==> config.mk <==
export PLATFORM = sky130hd
export DESIGN_NAME = wait_event_table_unit
export DESIGN_NICKNAME = d
export VERILOG_FILES = /design/src/hw/rtl/wet_pkg.sv /design/src/hw/rtl/wait_event_table_unit.sv /design/src/hw/rtl/wet_datapath.sv /design/src/hw/rtl/wet_ctrl.sv
export SDC_FILE = /design/constraint.sdc
export NUM_CORES = 2
export LEC_CHECK = 0
export BUFFER_PORTS_ARGS = -buffer_cell sky130_fd_sc_hd__buf_2
export CAP_MARGIN = 10
export CORE_MARGIN = 2
export CORE_UTILIZATION = 55
export CTS_CLUSTER_DIAMETER = 50
export CTS_CLUSTER_SIZE = 24
export DETAILED_ROUTE_END_ITERATION = 10
export HOLD_SLACK_MARGIN = 0.06
export PLACE_DENSITY = 0.71
export RECOVER_POWER = 50
export SLEW_MARGIN = 20
export SYNTH_ARGS = -nofsm -noshare
export SYNTH_HDL_FRONTEND = slang
export SYNTH_HIERARCHICAL = 1
export SYNTH_SLANG_ARGS = --single-unit
==> constraint.sdc <==
create_clock -name clk -period 12.3 [get_ports clk]
set_input_delay 1.845 -clock clk [delete_from_list [all_inputs] [get_ports clk]]
set_output_delay 1.845 -clock clk [all_outputs]
set_load 0.01 [all_outputs]
==> src/hw/rtl/wet_pkg.sv <==
// Package with types and codes of the wait event table.
package wet_pkg;
  localparam logic [2:0] ACT_ACQUIRE = 3'd0;
  localparam logic [2:0] ACT_RELEASE = 3'd1;
  localparam logic [2:0] ACT_PARK = 3'd2;
  localparam logic [2:0] ACT_UNPARK = 3'd3;
  localparam logic [2:0] ACT_NOT_READY = 3'd4;
  localparam logic [2:0] ST_OK = 3'd0;
  localparam logic [2:0] ST_BAD_TOKEN = 3'd1;
  localparam logic [2:0] ST_READY = 3'd2;
  localparam logic [2:0] ST_NO_SLOT = 3'd3;
  localparam logic [2:0] ST_NO_NODE = 3'd4;
  localparam int MAX_WAKE = 32;

  typedef struct packed {
    logic load;
    logic do_acquire;
    logic do_release_slot;
    logic do_park;
    logic do_unpark_head;
    logic do_not_ready;
    logic walk_free;
    logic walk_emit;
    logic walk_done;
    logic emit_single;
    logic [2:0] emit_status;
  } wet_cmd_t;

  typedef struct packed {
    logic [2:0] action;
    logic token_ok;
    logic slot_ready;
    logic waiters_zero;
    logic waiters_full;
    logic slot_avail;
    logic node_avail;
    logic walk_last;
  } wet_stat_t;
endpackage

==> src/hw/rtl/wait_event_table_unit.sv <==
// Top level of the wait event table.
// A transfer's single result is registered in the decode state, and unpark's results in the wake walk;
// busy stays high until the controller is back in idle, and only then is the next transfer accepted.
// Release and unpark walk the waiter list one node per cycle.
// Unpark gives one result per waiter on consecutive cycles; the receiver cannot stall.
// Synchronous active-low reset empties all slots and node stacks at once.
module wait_event_table_unit import wet_pkg::*; #(
  parameter int SLOT_COUNT = 16,
  parameter int NODE_COUNT = 32,
  parameter int GEN_BITS = 16
) (
  input  logic clk,
  input  logic rst_n,
  input  logic start,
  output logic busy,
  input  logic [2:0] in_action,
  input  logic [3:0] in_token_slot,
  input  logic [15:0] in_token_generation,
  input  logic [15:0] in_waiter_id,
  output logic out_valid,
  output logic [2:0] out_status,
  output logic [3:0] out_slot,
  output logic [15:0] out_generation,
  output logic [15:0] out_woken_id,
  output logic out_woken_valid,
  output logic [5:0] out_woken_count,
  output logic out_last
);
  wet_cmd_t cmd;
  wet_stat_t stat;

  wet_ctrl u_ctrl (
    .clk(clk), .rst_n(rst_n), .start(start), .busy(busy), .stat(stat), .cmd(cmd)
  );

  wet_datapath #(
    .SLOT_COUNT(SLOT_COUNT), .NODE_COUNT(NODE_COUNT), .GEN_BITS(GEN_BITS)
  ) u_dp (
    .clk(clk), .rst_n(rst_n), .in_action(in_action), .in_token_slot(in_token_slot),
    .in_token_generation(in_token_generation), .in_waiter_id(in_waiter_id),
    .cmd(cmd), .stat(stat), .out_valid(out_valid), .out_status(out_status),
    .out_slot(out_slot), .out_generation(out_generation), .out_woken_id(out_woken_id),
    .out_woken_valid(out_woken_valid), .out_woken_count(out_woken_count),
    .out_last(out_last)
  );
endmodule

==> src/hw/rtl/wet_datapath.sv <==
// Datapath of the wait event table: slot tables, node memories and stacks.
module wet_datapath import wet_pkg::*; #(
  parameter int SLOT_COUNT = 16,
  parameter int NODE_COUNT = 32,
  parameter int GEN_BITS = 16
) (
  input  logic clk,
  input  logic rst_n,
  input  logic [2:0] in_action,
  input  logic [3:0] in_token_slot,
  input  logic [15:0] in_token_generation,
  input  logic [15:0] in_waiter_id,
  input  wet_cmd_t cmd,
  output wet_stat_t stat,
  output logic out_valid,
  output logic [2:0] out_status,
  output logic [3:0] out_slot,
  output logic [15:0] out_generation,
  output logic [15:0] out_woken_id,
  output logic out_woken_valid,
  output logic [5:0] out_woken_count,
  output logic out_last
);
  localparam int SW = (SLOT_COUNT > 1) ? $clog2(SLOT_COUNT) : 1;
  localparam int NW = (NODE_COUNT > 1) ? $clog2(NODE_COUNT) : 1;
  localparam int SCW = $clog2(SLOT_COUNT + 1);
  localparam int NCW = $clog2(NODE_COUNT + 1);

  logic [SLOT_COUNT-1:0] in_use_r, ready_r;
  logic [GEN_BITS-1:0] gen_r [SLOT_COUNT];
  logic [SLOT_COUNT-1:0] gen_touched_r;
  logic [NW-1:0] head_r [SLOT_COUNT];
  logic [NW-1:0] tail_r [SLOT_COUNT];
  logic [5:0] waiters_r [SLOT_COUNT];
  logic [NW-1:0] node_next_mem [NODE_COUNT];
  logic [15:0] node_waiter_mem [NODE_COUNT];
  logic [SW-1:0] fslot_mem [SLOT_COUNT];
  logic [NW-1:0] fnode_mem [NODE_COUNT];
  logic [SCW-1:0] fslot_top_r, fresh_slot_r;
  logic [NCW-1:0] fnode_top_r, fresh_node_r;

  logic [2:0] act_r;
  logic [3:0] tslot_r;
  logic [15:0] tgen_r, wid_r;
  logic [NW-1:0] walk_node_r;
  logic [5:0] walk_left_r, walk_cnt_r;

  logic [SW-1:0] sidx;
  logic [GEN_BITS-1:0] cur_gen, gen_inc;
  logic [SW-1:0] new_slot;
  logic [NW-1:0] new_node;

  assign sidx = SW'(tslot_r);
  assign cur_gen = gen_touched_r[sidx] ? gen_r[sidx] : GEN_BITS'(1);
  assign gen_inc = (cur_gen + GEN_BITS'(1) == '0) ? GEN_BITS'(1) : cur_gen + GEN_BITS'(1);
  assign new_slot = (fslot_top_r != '0) ? fslot_mem[SW'(fslot_top_r - SCW'(1))]
                                         : fresh_slot_r[SW-1:0];
  assign new_node = (fnode_top_r != '0) ? fnode_mem[NW'(fnode_top_r - NCW'(1))]
                                         : fresh_node_r[NW-1:0];

  always_comb begin
    stat.action = act_r;
    stat.token_ok = (tgen_r != '0) && (32'(tslot_r) < SLOT_COUNT) && in_use_r[sidx]
      && (32'(cur_gen) == 32'(tgen_r));
    stat.slot_ready = ready_r[sidx];
    stat.waiters_zero = waiters_r[sidx] == '0;
    stat.waiters_full = 32'(waiters_r[sidx]) >= MAX_WAKE;
    stat.slot_avail = (fslot_top_r != '0) || (32'(fresh_slot_r) < SLOT_COUNT);
    stat.node_avail = (fnode_top_r != '0) || (32'(fresh_node_r) < NODE_COUNT);
    stat.walk_last = walk_left_r == 6'd1;
  end

  always_ff @(posedge clk) begin
    if (!rst_n) begin
      out_valid <= 1'b0;
      in_use_r <= '0;
      ready_r <= '0;
      gen_touched_r <= '0;
      fslot_top_r <= '0;
      fresh_slot_r <= '0;
      fnode_top_r <= '0;
      fresh_node_r <= '0;
      for (int i = 0; i < SLOT_COUNT; i++) begin
        waiters_r[i] <= '0;
      end
    end else begin
      out_valid <= cmd.emit_single || (cmd.walk_free && cmd.walk_emit);
      if (cmd.load) begin
        act_r <= in_action;
        tslot_r <= in_token_slot;
        tgen_r <= in_token_generation;
        wid_r <= in_waiter_id;
      end
      if (cmd.emit_single) begin
        out_status <= cmd.emit_status;
        out_slot <= cmd.do_acquire ? 4'(new_slot) : '0;
        out_generation <= cmd.do_acquire ?
          16'(gen_touched_r[new_slot] ? gen_r[new_slot] : GEN_BITS'(1)) : '0;
        out_woken_id <= '0;
        out_woken_valid <= 1'b0;
        out_woken_count <= '0;
        out_last <= 1'b1;
      end
      if (cmd.do_acquire) begin
        in_use_r[new_slot] <= 1'b1;
        ready_r[new_slot] <= 1'b0;
        waiters_r[new_slot] <= '0;
        if (fslot_top_r != '0) fslot_top_r <= fslot_top_r - SCW'(1);
        else fresh_slot_r <= fresh_slot_r + SCW'(1);
      end
      if (cmd.do_park) begin
        node_next_mem[new_node] <= '0;
        node_waiter_mem[new_node] <= wid_r;
        if (waiters_r[sidx] == '0) head_r[sidx] <= new_node;
        else node_next_mem[tail_r[sidx]] <= new_node;
        tail_r[sidx] <= new_node;
        waiters_r[sidx] <= waiters_r[sidx] + 6'd1;
        if (fnode_top_r != '0) fnode_top_r <= fnode_top_r - NCW'(1);
        else fresh_node_r <= fresh_node_r + NCW'(1);
      end
      if (cmd.do_unpark_head) begin
        ready_r[sidx] <= 1'b1;
        walk_node_r <= head_r[sidx];
        walk_left_r <= waiters_r[sidx];
        walk_cnt_r <= waiters_r[sidx];
      end
      if (cmd.do_not_ready) ready_r[sidx] <= 1'b0;
      if (cmd.do_release_slot) begin
        in_use_r[sidx] <= 1'b0;
        ready_r[sidx] <= 1'b0;
        gen_r[sidx] <= gen_inc;
        gen_touched_r[sidx] <= 1'b1;
        walk_node_r <= head_r[sidx];
        walk_left_r <= waiters_r[sidx];
        if (32'(fslot_top_r) < SLOT_COUNT) begin
          fslot_mem[SW'(fslot_top_r)] <= sidx;
          fslot_top_r <= fslot_top_r + SCW'(1);
        end
      end
      if (cmd.walk_free) begin
        walk_node_r <= node_next_mem[walk_node_r];
        walk_left_r <= walk_left_r - 6'd1;
        if (32'(fnode_top_r) < NODE_COUNT) begin
          fnode_mem[NW'(fnode_top_r)] <= walk_node_r;
          fnode_top_r <= fnode_top_r + NCW'(1);
        end
        if (cmd.walk_emit) begin
          out_status <= ST_OK;
          out_slot <= '0;
          out_generation <= '0;
          out_woken_id <= node_waiter_mem[walk_node_r];
          out_woken_valid <= 1'b1;
          out_woken_count <= walk_cnt_r;
          out_last <= walk_left_r == 6'd1;
        end
      end
      if (cmd.walk_done) waiters_r[sidx] <= '0;
    end
  end
endmodule

==> src/hw/rtl/wet_ctrl.sv <==
// Controller state machine of the wait event table.
module wet_ctrl import wet_pkg::*; (
  input  logic clk,
  input  logic rst_n,
  input  logic start,
  output logic busy,
  input  wet_stat_t stat,
  output wet_cmd_t cmd
);
  localparam logic [2:0] S_IDLE = 3'd0;
  localparam logic [2:0] S_DECODE = 3'd1;
  localparam logic [2:0] S_FREE = 3'd2;
  localparam logic [2:0] S_WAKE = 3'd3;
  localparam logic [2:0] S_DONE = 3'd4;

  logic [2:0] state_r, state_nxt;

  assign busy = state_r != S_IDLE;

  always_comb begin
    cmd = '0;
    state_nxt = state_r;
    case (state_r)
      S_IDLE: begin
        cmd.load = start;
        if (start) state_nxt = S_DECODE;
      end
      S_DECODE: begin
        state_nxt = S_DONE;
        if (stat.action == ACT_ACQUIRE) begin
          if (stat.slot_avail) begin
            cmd.do_acquire = 1'b1;
            cmd.emit_single = 1'b1;
            cmd.emit_status = ST_OK;
          end else begin
            cmd.emit_single = 1'b1;
            cmd.emit_status = ST_NO_SLOT;
          end
        end else if (stat.action > ACT_NOT_READY) begin
          cmd.emit_single = 1'b1;
        end else if (!stat.token_ok) begin
          cmd.emit_single = 1'b1;
          cmd.emit_status = ST_BAD_TOKEN;
        end else begin
          case (stat.action)
            ACT_RELEASE: begin
              cmd.do_release_slot = 1'b1;
              cmd.emit_single = 1'b1;
              if (!stat.waiters_zero) state_nxt = S_FREE;
              else cmd.walk_done = 1'b1;
            end
            ACT_PARK: begin
              cmd.emit_single = 1'b1;
              if (stat.slot_ready) cmd.emit_status = ST_READY;
              else if (stat.waiters_full || !stat.node_avail) cmd.emit_status = ST_NO_NODE;
              else cmd.do_park = 1'b1;
            end
            ACT_UNPARK: begin
              cmd.do_unpark_head = 1'b1;
              if (stat.waiters_zero) cmd.emit_single = 1'b1;
              else state_nxt = S_WAKE;
            end
            default: begin
              cmd.do_not_ready = 1'b1;
              cmd.emit_single = 1'b1;
            end
          endcase
        end
      end
      S_FREE: begin
        cmd.walk_free = 1'b1;
        if (stat.walk_last) begin
          cmd.walk_done = 1'b1;
          state_nxt = S_DONE;
        end
      end
      S_WAKE: begin
        cmd.walk_free = 1'b1;
        cmd.walk_emit = 1'b1;
        if (stat.walk_last) begin
          cmd.walk_done = 1'b1;
          state_nxt = S_DONE;
        end
      end
      S_DONE: state_nxt = S_IDLE;
      default: state_nxt = S_IDLE;
    endcase
  end

  always_ff @(posedge clk) begin
    if (!rst_n) state_r <= S_IDLE;
    else state_r <= state_nxt;
  end
endmodule

==> Word-level counts from Yosys, hierarchy flattened <==
Memories as Yosys holds them, arrays and structs flattened. A register that Yosys moved wholly into a read port is not among the register bits.
Index checks and enable logic that the tools add are counted.
{ "totals": {"ff_bits": 177, "ramBits": 1408, "inputBits": 42, "output_inout_bits": 49, "wordCells": 247, "n_memories": 8} }
{ "memory_table": {"columns": ["name", "depth", "width", "rd", "rd_ports_with_merged_regs", "write_ports", "line_no", "text"], "rows": [
  ["u_dp.node_waiter_mem", 32, 16, 1, 1, 1, "wet_datapath.sv:36", "logic [15:0] node_waiter_mem [NODE_COUNT];"],
  ["u_dp.gen_r", 16, 16, 2, 1, 1, "wet_datapath.sv:30", "logic [GEN_BITS-1:0] gen_r [SLOT_COUNT];"],
  ["u_dp.fnode_mem", 32, 5, 1, 0, 1, "wet_datapath.sv:38", "logic [NW-1:0] fnode_mem [NODE_COUNT];"],
  ["u_dp.node_next_mem", 32, 5, 1, 1, 2, "wet_datapath.sv:35", "logic [NW-1:0] node_next_mem [NODE_COUNT];"],
  ["u_dp.waiters_r", 16, 6, 1, 1, 16, "wet_datapath.sv:34", "logic [5:0] waiters_r [SLOT_COUNT];"],
  ["u_dp.head_r", 16, 5, 1, 1, 1, "wet_datapath.sv:32", "logic [NW-1:0] head_r [SLOT_COUNT];"],
  ["+2 memories", null, null, null, null, null, null, null]
]} }
{ "classes": {"n_addsub": 9, "order_cmp": 10, "n_eq_ne": 10, "n_mux": 146, "bitwise_logic": 12, "n_reduce_logical": 29} }
{ "ops": {"columns": ["op", "count"], "rows": [
  ["two-way mux 16 bit", 20],
  ["two-way mux 6 bit", 13],
  ["two-way mux 4 bit", 17],
  ["AND 16 bit", 4],
  ["two-way mux 1 bit", 61],
  ["two-way mux 5 bit", 11],
  ["bitwise OR 16 bit", 3],
  ["two-way mux 3 bit", 14],
  ["NOT 16 bit", 2],
  ["adder 6 x 1 -> 6 bit, second input constant", 3],
  ["adder 16 x 1 -> 16 bit, second input constant", 1],
  ["binary-select mux 1 bit (select 4 bit)", 4],
  ["equality test 16 bit", 1],
  ["zero test 16 bit", 1],
  ["nonzero test 16 bit", 1],
  ["equality test 3 x 2 -> 1 bit, second input constant", 4],
  ["less-than comparator 6 bit, second input constant", 2],
  ["AND reduction 2 bit", 6],
  ["OR reduction 6 bit", 2],
  ["subtractor 6 x 1 -> 6 bit, second input constant", 2],
  ["adder 5 x 1 -> 5 bit, second input constant", 2],
  ["less-than comparator 4 x 5 -> 1 bit, second input constant", 2],
  ["less-than comparator 5 bit, second input constant", 2],
  ["case mux 3 bit (3 select lines)", 1],
  ["other kinds (24)", 37]
]} }

==> Logic depth before layout (Yosys ltp) <==
{ "logic_depth": {"depth_word": 21, "ltp_mapped": 20} }

==> Cells and area by module <==
Netlist, hierarchy kept.
{ "modules_own_cells": {"columns": ["mod", "n_inst", "cells_per_inst", "area_per_inst_um2", "seq_area_each_um2"], "rows": [
  ["wet_datapath", 1, 3765, 66935.4, 46975.1],
  ["wet_ctrl", 1, 51, 350.3, 60.1]
]} }

==> Worst setup path before layout <==
OpenSTA, ideal clock, no wires.
{ "synth_timing": {"path_kind": "register -> register", "startpoint": "register u_dp.tslot_r[0] (netlist: u_dp/sidx[0])", "endpoint": "memory u_dp.node_waiter_mem[26][0], enable pin", "setup_time_ns": 0.389, "t_arrival_ns": 5.365, "required_ns": 11.911, "path_slack_ns": 6.546, "path_stages_with_launch": 21, "synth_period_minus_slack_ns": 5.754, "path_cell_list": "edfxtp_1 buf_2 mux4_2 a22oi_1 nand2_1 clkbuf_1 clkbuf_1 clkbuf_1 nand2_1 xnor2_1 nor4_1 nand4_1 nor4_1 nand2_1 nor4_2 nand2_1 buf_1 nor2_1 nand2_1 clkbuf_1 nor2_1"} }
{ "synth_rtl": {"columns": ["item", "line_no", "text"], "rows": [
  ["from (decl)", "wet_datapath.sv:43", "logic [3:0] tslot_r;"],
  ["from (signal assigned)", "wet_datapath.sv:90", "tslot_r <= in_token_slot;"],
  ["to (decl)", "wet_datapath.sv:36", null]
]} }

==> flow_summary_export.csv <==
group,metric,value,unit
run_status,status,"finished, violations left",
run_status,violations,"capacitance limit, slew limit",
die,dieArea,125000,sq um
routing,dr.pass1.iters,6,
critical_path,startpoint_type,"flip-flop",
logic_synthesis,ys.flop_type,"edfxtp_1",
logic_synthesis,yosys-top-cells-area,"edfxtp_1 (67%), mux4_2 (15%), mux2i_1 (3.0%)",
placed_design,port_buffers,90,
logic_synthesis,synthArstFlopShare,0,%
timing,fmax,107,MHz
critical_path,ff2ff_path_depth,18,
timing,fin_skew,0.0367,ns
global_routing,grt_max_degree,71,
timing,hold_violations,0,
die,io_pins,91,
logic_synthesis,yosysTopAreaCell,"edfxtp_1",
timing,worst_slew_pin_slew,3.69,ns
die,fp.dieW,354,microns
routing,wl_per_cell,28.4,microns
die,core,122000,sq um
logic_synthesis,synth_top_cell_area_share,67.4,%
clocking,insertion_delay,0.77,ns
critical_path,crit_type,"reg -> reg",
critical_path,endpoint_kind,"flip-flop",
timing,period_needed,9.32,ns
global_routing,grt_pass1_vias,35900,
global_routing,grt_pass1_wl,237000,microns
clocking,cts_resized,0,
critical_path,worstPathArrival,9.71,ns
global_routing,overflow,0,
clocking,postCtsHoldBufs,0,
clocking,path_clk_slew,0.07,ns
logic_synthesis,syn_area_per_cell,17.6,sq um
timing,max-slew-margin-rel,-146,%
layout,drive_gt1_share,21.9,%
placed_design,dp_hpwl,98700,microns
layout,fillerInstances,8659,
clocking,cts-buffers-inserted,132,
routing,vias,36500,
layout,areaGrowthSynthToFinish,10.2,%
timing,slew_viol_final,793,
layout,final_util,61.0,%
routing,wl,160000,microns
power_and_ir_drop,p_per_area,146,nW/um^2
worst_hold_path,hold_class,"reg -> reg",
clocking,ctsRootBufferMaster,"clkbuf_16",
logic_synthesis,syn-cell-area,67300,sq um
clocking,clk_path_buf_depth,3,
logic_synthesis,yosysSeqAreaShare,69.9,%
timing,post-route-period-util,75.8,%
logic_synthesis,synth_edf_count,1511,
timing,setup_viol,0,
clocking,cts.sinks,1594,
clocking,h-tree-depth,4,
layout,nets,3962,
logic_synthesis,yosys_warnings,6,
die,initial_core_util,55.4,%
logic_synthesis,ys_ff_latch,1594,
logic_synthesis,synth_fp_nets,3875,
critical_path,cp_max_fo,43,
logic_synthesis,synth.distinct_cells,79,
routing,drcViolationCount,0,
power_and_ir_drop,p_leak,0.0241,uW
global_routing,antenna_found_initial,6,
power_and_ir_drop,vdd_ir_drop_max,0.141,mV
worst_hold_path,hold_depth,2,
timing,setup_tns,0,ns
clocking,post_cts_buffers,0,
die,num_rows,128,
placed_design,gp_congestion,0.847,
timing,hold_ws,0.473,ns
logic_synthesis,syn_inst,3816,
clocking,cts_tree,"built",
critical_path,cp.required,12.69,ns
die,die_h,354,microns
global_routing,track_usage,25.6,%
routing,vias_per_cell,6.48,
run,maxCapViolations,22,
routing,detail_route.iter0.violations,4775,
timing,rsz0062_at_grt,"false",
routing,antenna_left,0,
## final cells by class
type | instances | area, sq um | area share, %
diodes | 1 | 2.50 | 0.00337
clock buffers | 141 | 3360 | 4.53
clock inverters | 104 | 1360 | 1.84
inverters | 44 | 165 | 0.223
multi-input cells | 1945 | 19200 | 25.9
flip-flops and latches | 1594 | 47100 | 63.4
well taps | 1625 | 2030 | 2.74
repair buffers | 186 | 973 | 1.31
## metal layers
metal,track usage [%],wire length [microns],vias to the layer above
li1,-,-,15400
met1,38.4,66800,19100
met2,39.6,75900,1742
met3,4.32,13700,249
met4,6.82,3810,4
met5,0,21,-
## path summary, 6_finish.rpt
kind	slack (ns)	endpoint	startpoint
setup / recovery	2.98	u_dp/node_waiter_mem[27][1]	u_dp/sidx[0]
hold reg to reg	0.47	u_dp/in_use_r[2]	u_dp/in_use_r[2]
setup reg to reg	2.98	u_dp/node_waiter_mem[27][1]	u_dp/sidx[0]
hold / removal	0.47	u_dp/in_use_r[2]	u_dp/in_use_r[2]
## state kept, by name, summed over array words and instances, names as in the netlist, 6 cells and up, named ones only
signal,count
u_dp/node_next_mem,160
u_dp/tail_r,80
u_dp/gen_touched_r,16
u_dp/head_r,80
u_dp/wid_r,16
u_dp/out_woken_id,16
u_dp/node_waiter_mem,512
u_dp/fnode_mem,160
u_dp/waiters_r,96
u_dp/out_woken_count,6
u_dp/walk_left_r,6
u_dp/tgen_r,16
u_dp/fslot_mem,64
u_dp/gen_r,256
u_dp/ready_r,16
u_dp/fresh_node_r,6
u_dp/in_use_r,16
u_dp/out_generation,16
u_dp/walk_cnt_r,6
u_dp/fnode_top_r,6
## cell usage in the layout (no fill, tap or decap), types with 15 or more instances in the layout
cell type / count
edfxtp_1: 1511
mux4_2: 442
nor2_1: 427
nand2_1: 218
mux2i_1: 201
clkbuf_16: 133
clkbuf_1: 99
dfxtp_1: 75
nand3_1: 63
buf_4: 60
nor2_2: 55
o21ai_0: 53
inv_1: 40
a22oi_1: 36
buf_2: 34
a32oi_1: 31
xnor2_1: 30
nand3b_1: 29
a21oi_1: 27
nor3_1: 26
nand4_1: 23
xor2_1: 22
a221oi_1: 21
inv_8: 19
a22o_1: 19
o21ai_1: 19
and2_1: 18
inv_6: 17
ha_1: 17
mux2_2: 16
a21o_1: 16
nand2b_1: 15
## cells by family after synthesis
group	synth area share, %
AOI/OAI and AO/OA	2.80
xor gates and xnor gates	0.690
adders and majority gates	0.316
buffers and inverters	1.84
DFF	69.9
muxes	18.2
and+or+nand+nor	6.20
## report_power, final
part	switching (uW)	internal (uW)
sequential	34.2	5920
combinational	213	111
clock	2130	2380
total	2380	8410
## critical path, stage by stage, from the launching register on
cell	delay, ns
edfxtp_1	0.34
clkbuf_1	1.68
mux4_2	0.68
a22oi_1	0.19
nand2_1	0.60
and2_0	0.43
xnor2_1	0.15
nor4_1	0.29
nand4_1	0.13
nor4_1	0.83
clkbuf_1	0.47
nand2_1	0.21
nor4_4	0.16
clkbuf_1	0.70
nand2_1	0.12
buf_4	0.32
nor2_1	0.18
nand2b_2	0.51
nor2_2	0.90
## Yosys cell counts, types with 17 or more instances
cell type	instances
xnor2_1	31
a22oi_1	36
buf_2	35
nand3_1	63
inv_1	40
and2_1	21
ha_1	17
buf_4	22
o21ai_1	19
a22o_1	19
nand3b_1	29
a21oi_1	27
o21ai_0	53
clkbuf_1	131
mux2i_1	201
edfxtp_1	1511
a221oi_1	21
mux4_2	442
a32oi_1	31
nand4_1	23
nor2_1	482
buf_1	35
mux2_2	20
dfxtp_1	83
nor3_1	27
nand2_1	219
xor2_1	22
## per-stage QoR
stage                     total power, uW  instance area (sq um)  setup WS [ns]  cells
final                               10800                  74200           2.98   5640
after global routing                11100                  74200           2.34   5639
after CTS                           10900                  74400           5.30   5634
after detailed placement             6400                  69600           5.32   5389
after global placement               6400                  69600           5.23   5389
after floorplan                      6270                  67300           6.55   3816
No activity file was read; power rests on OpenSTA's default activity.
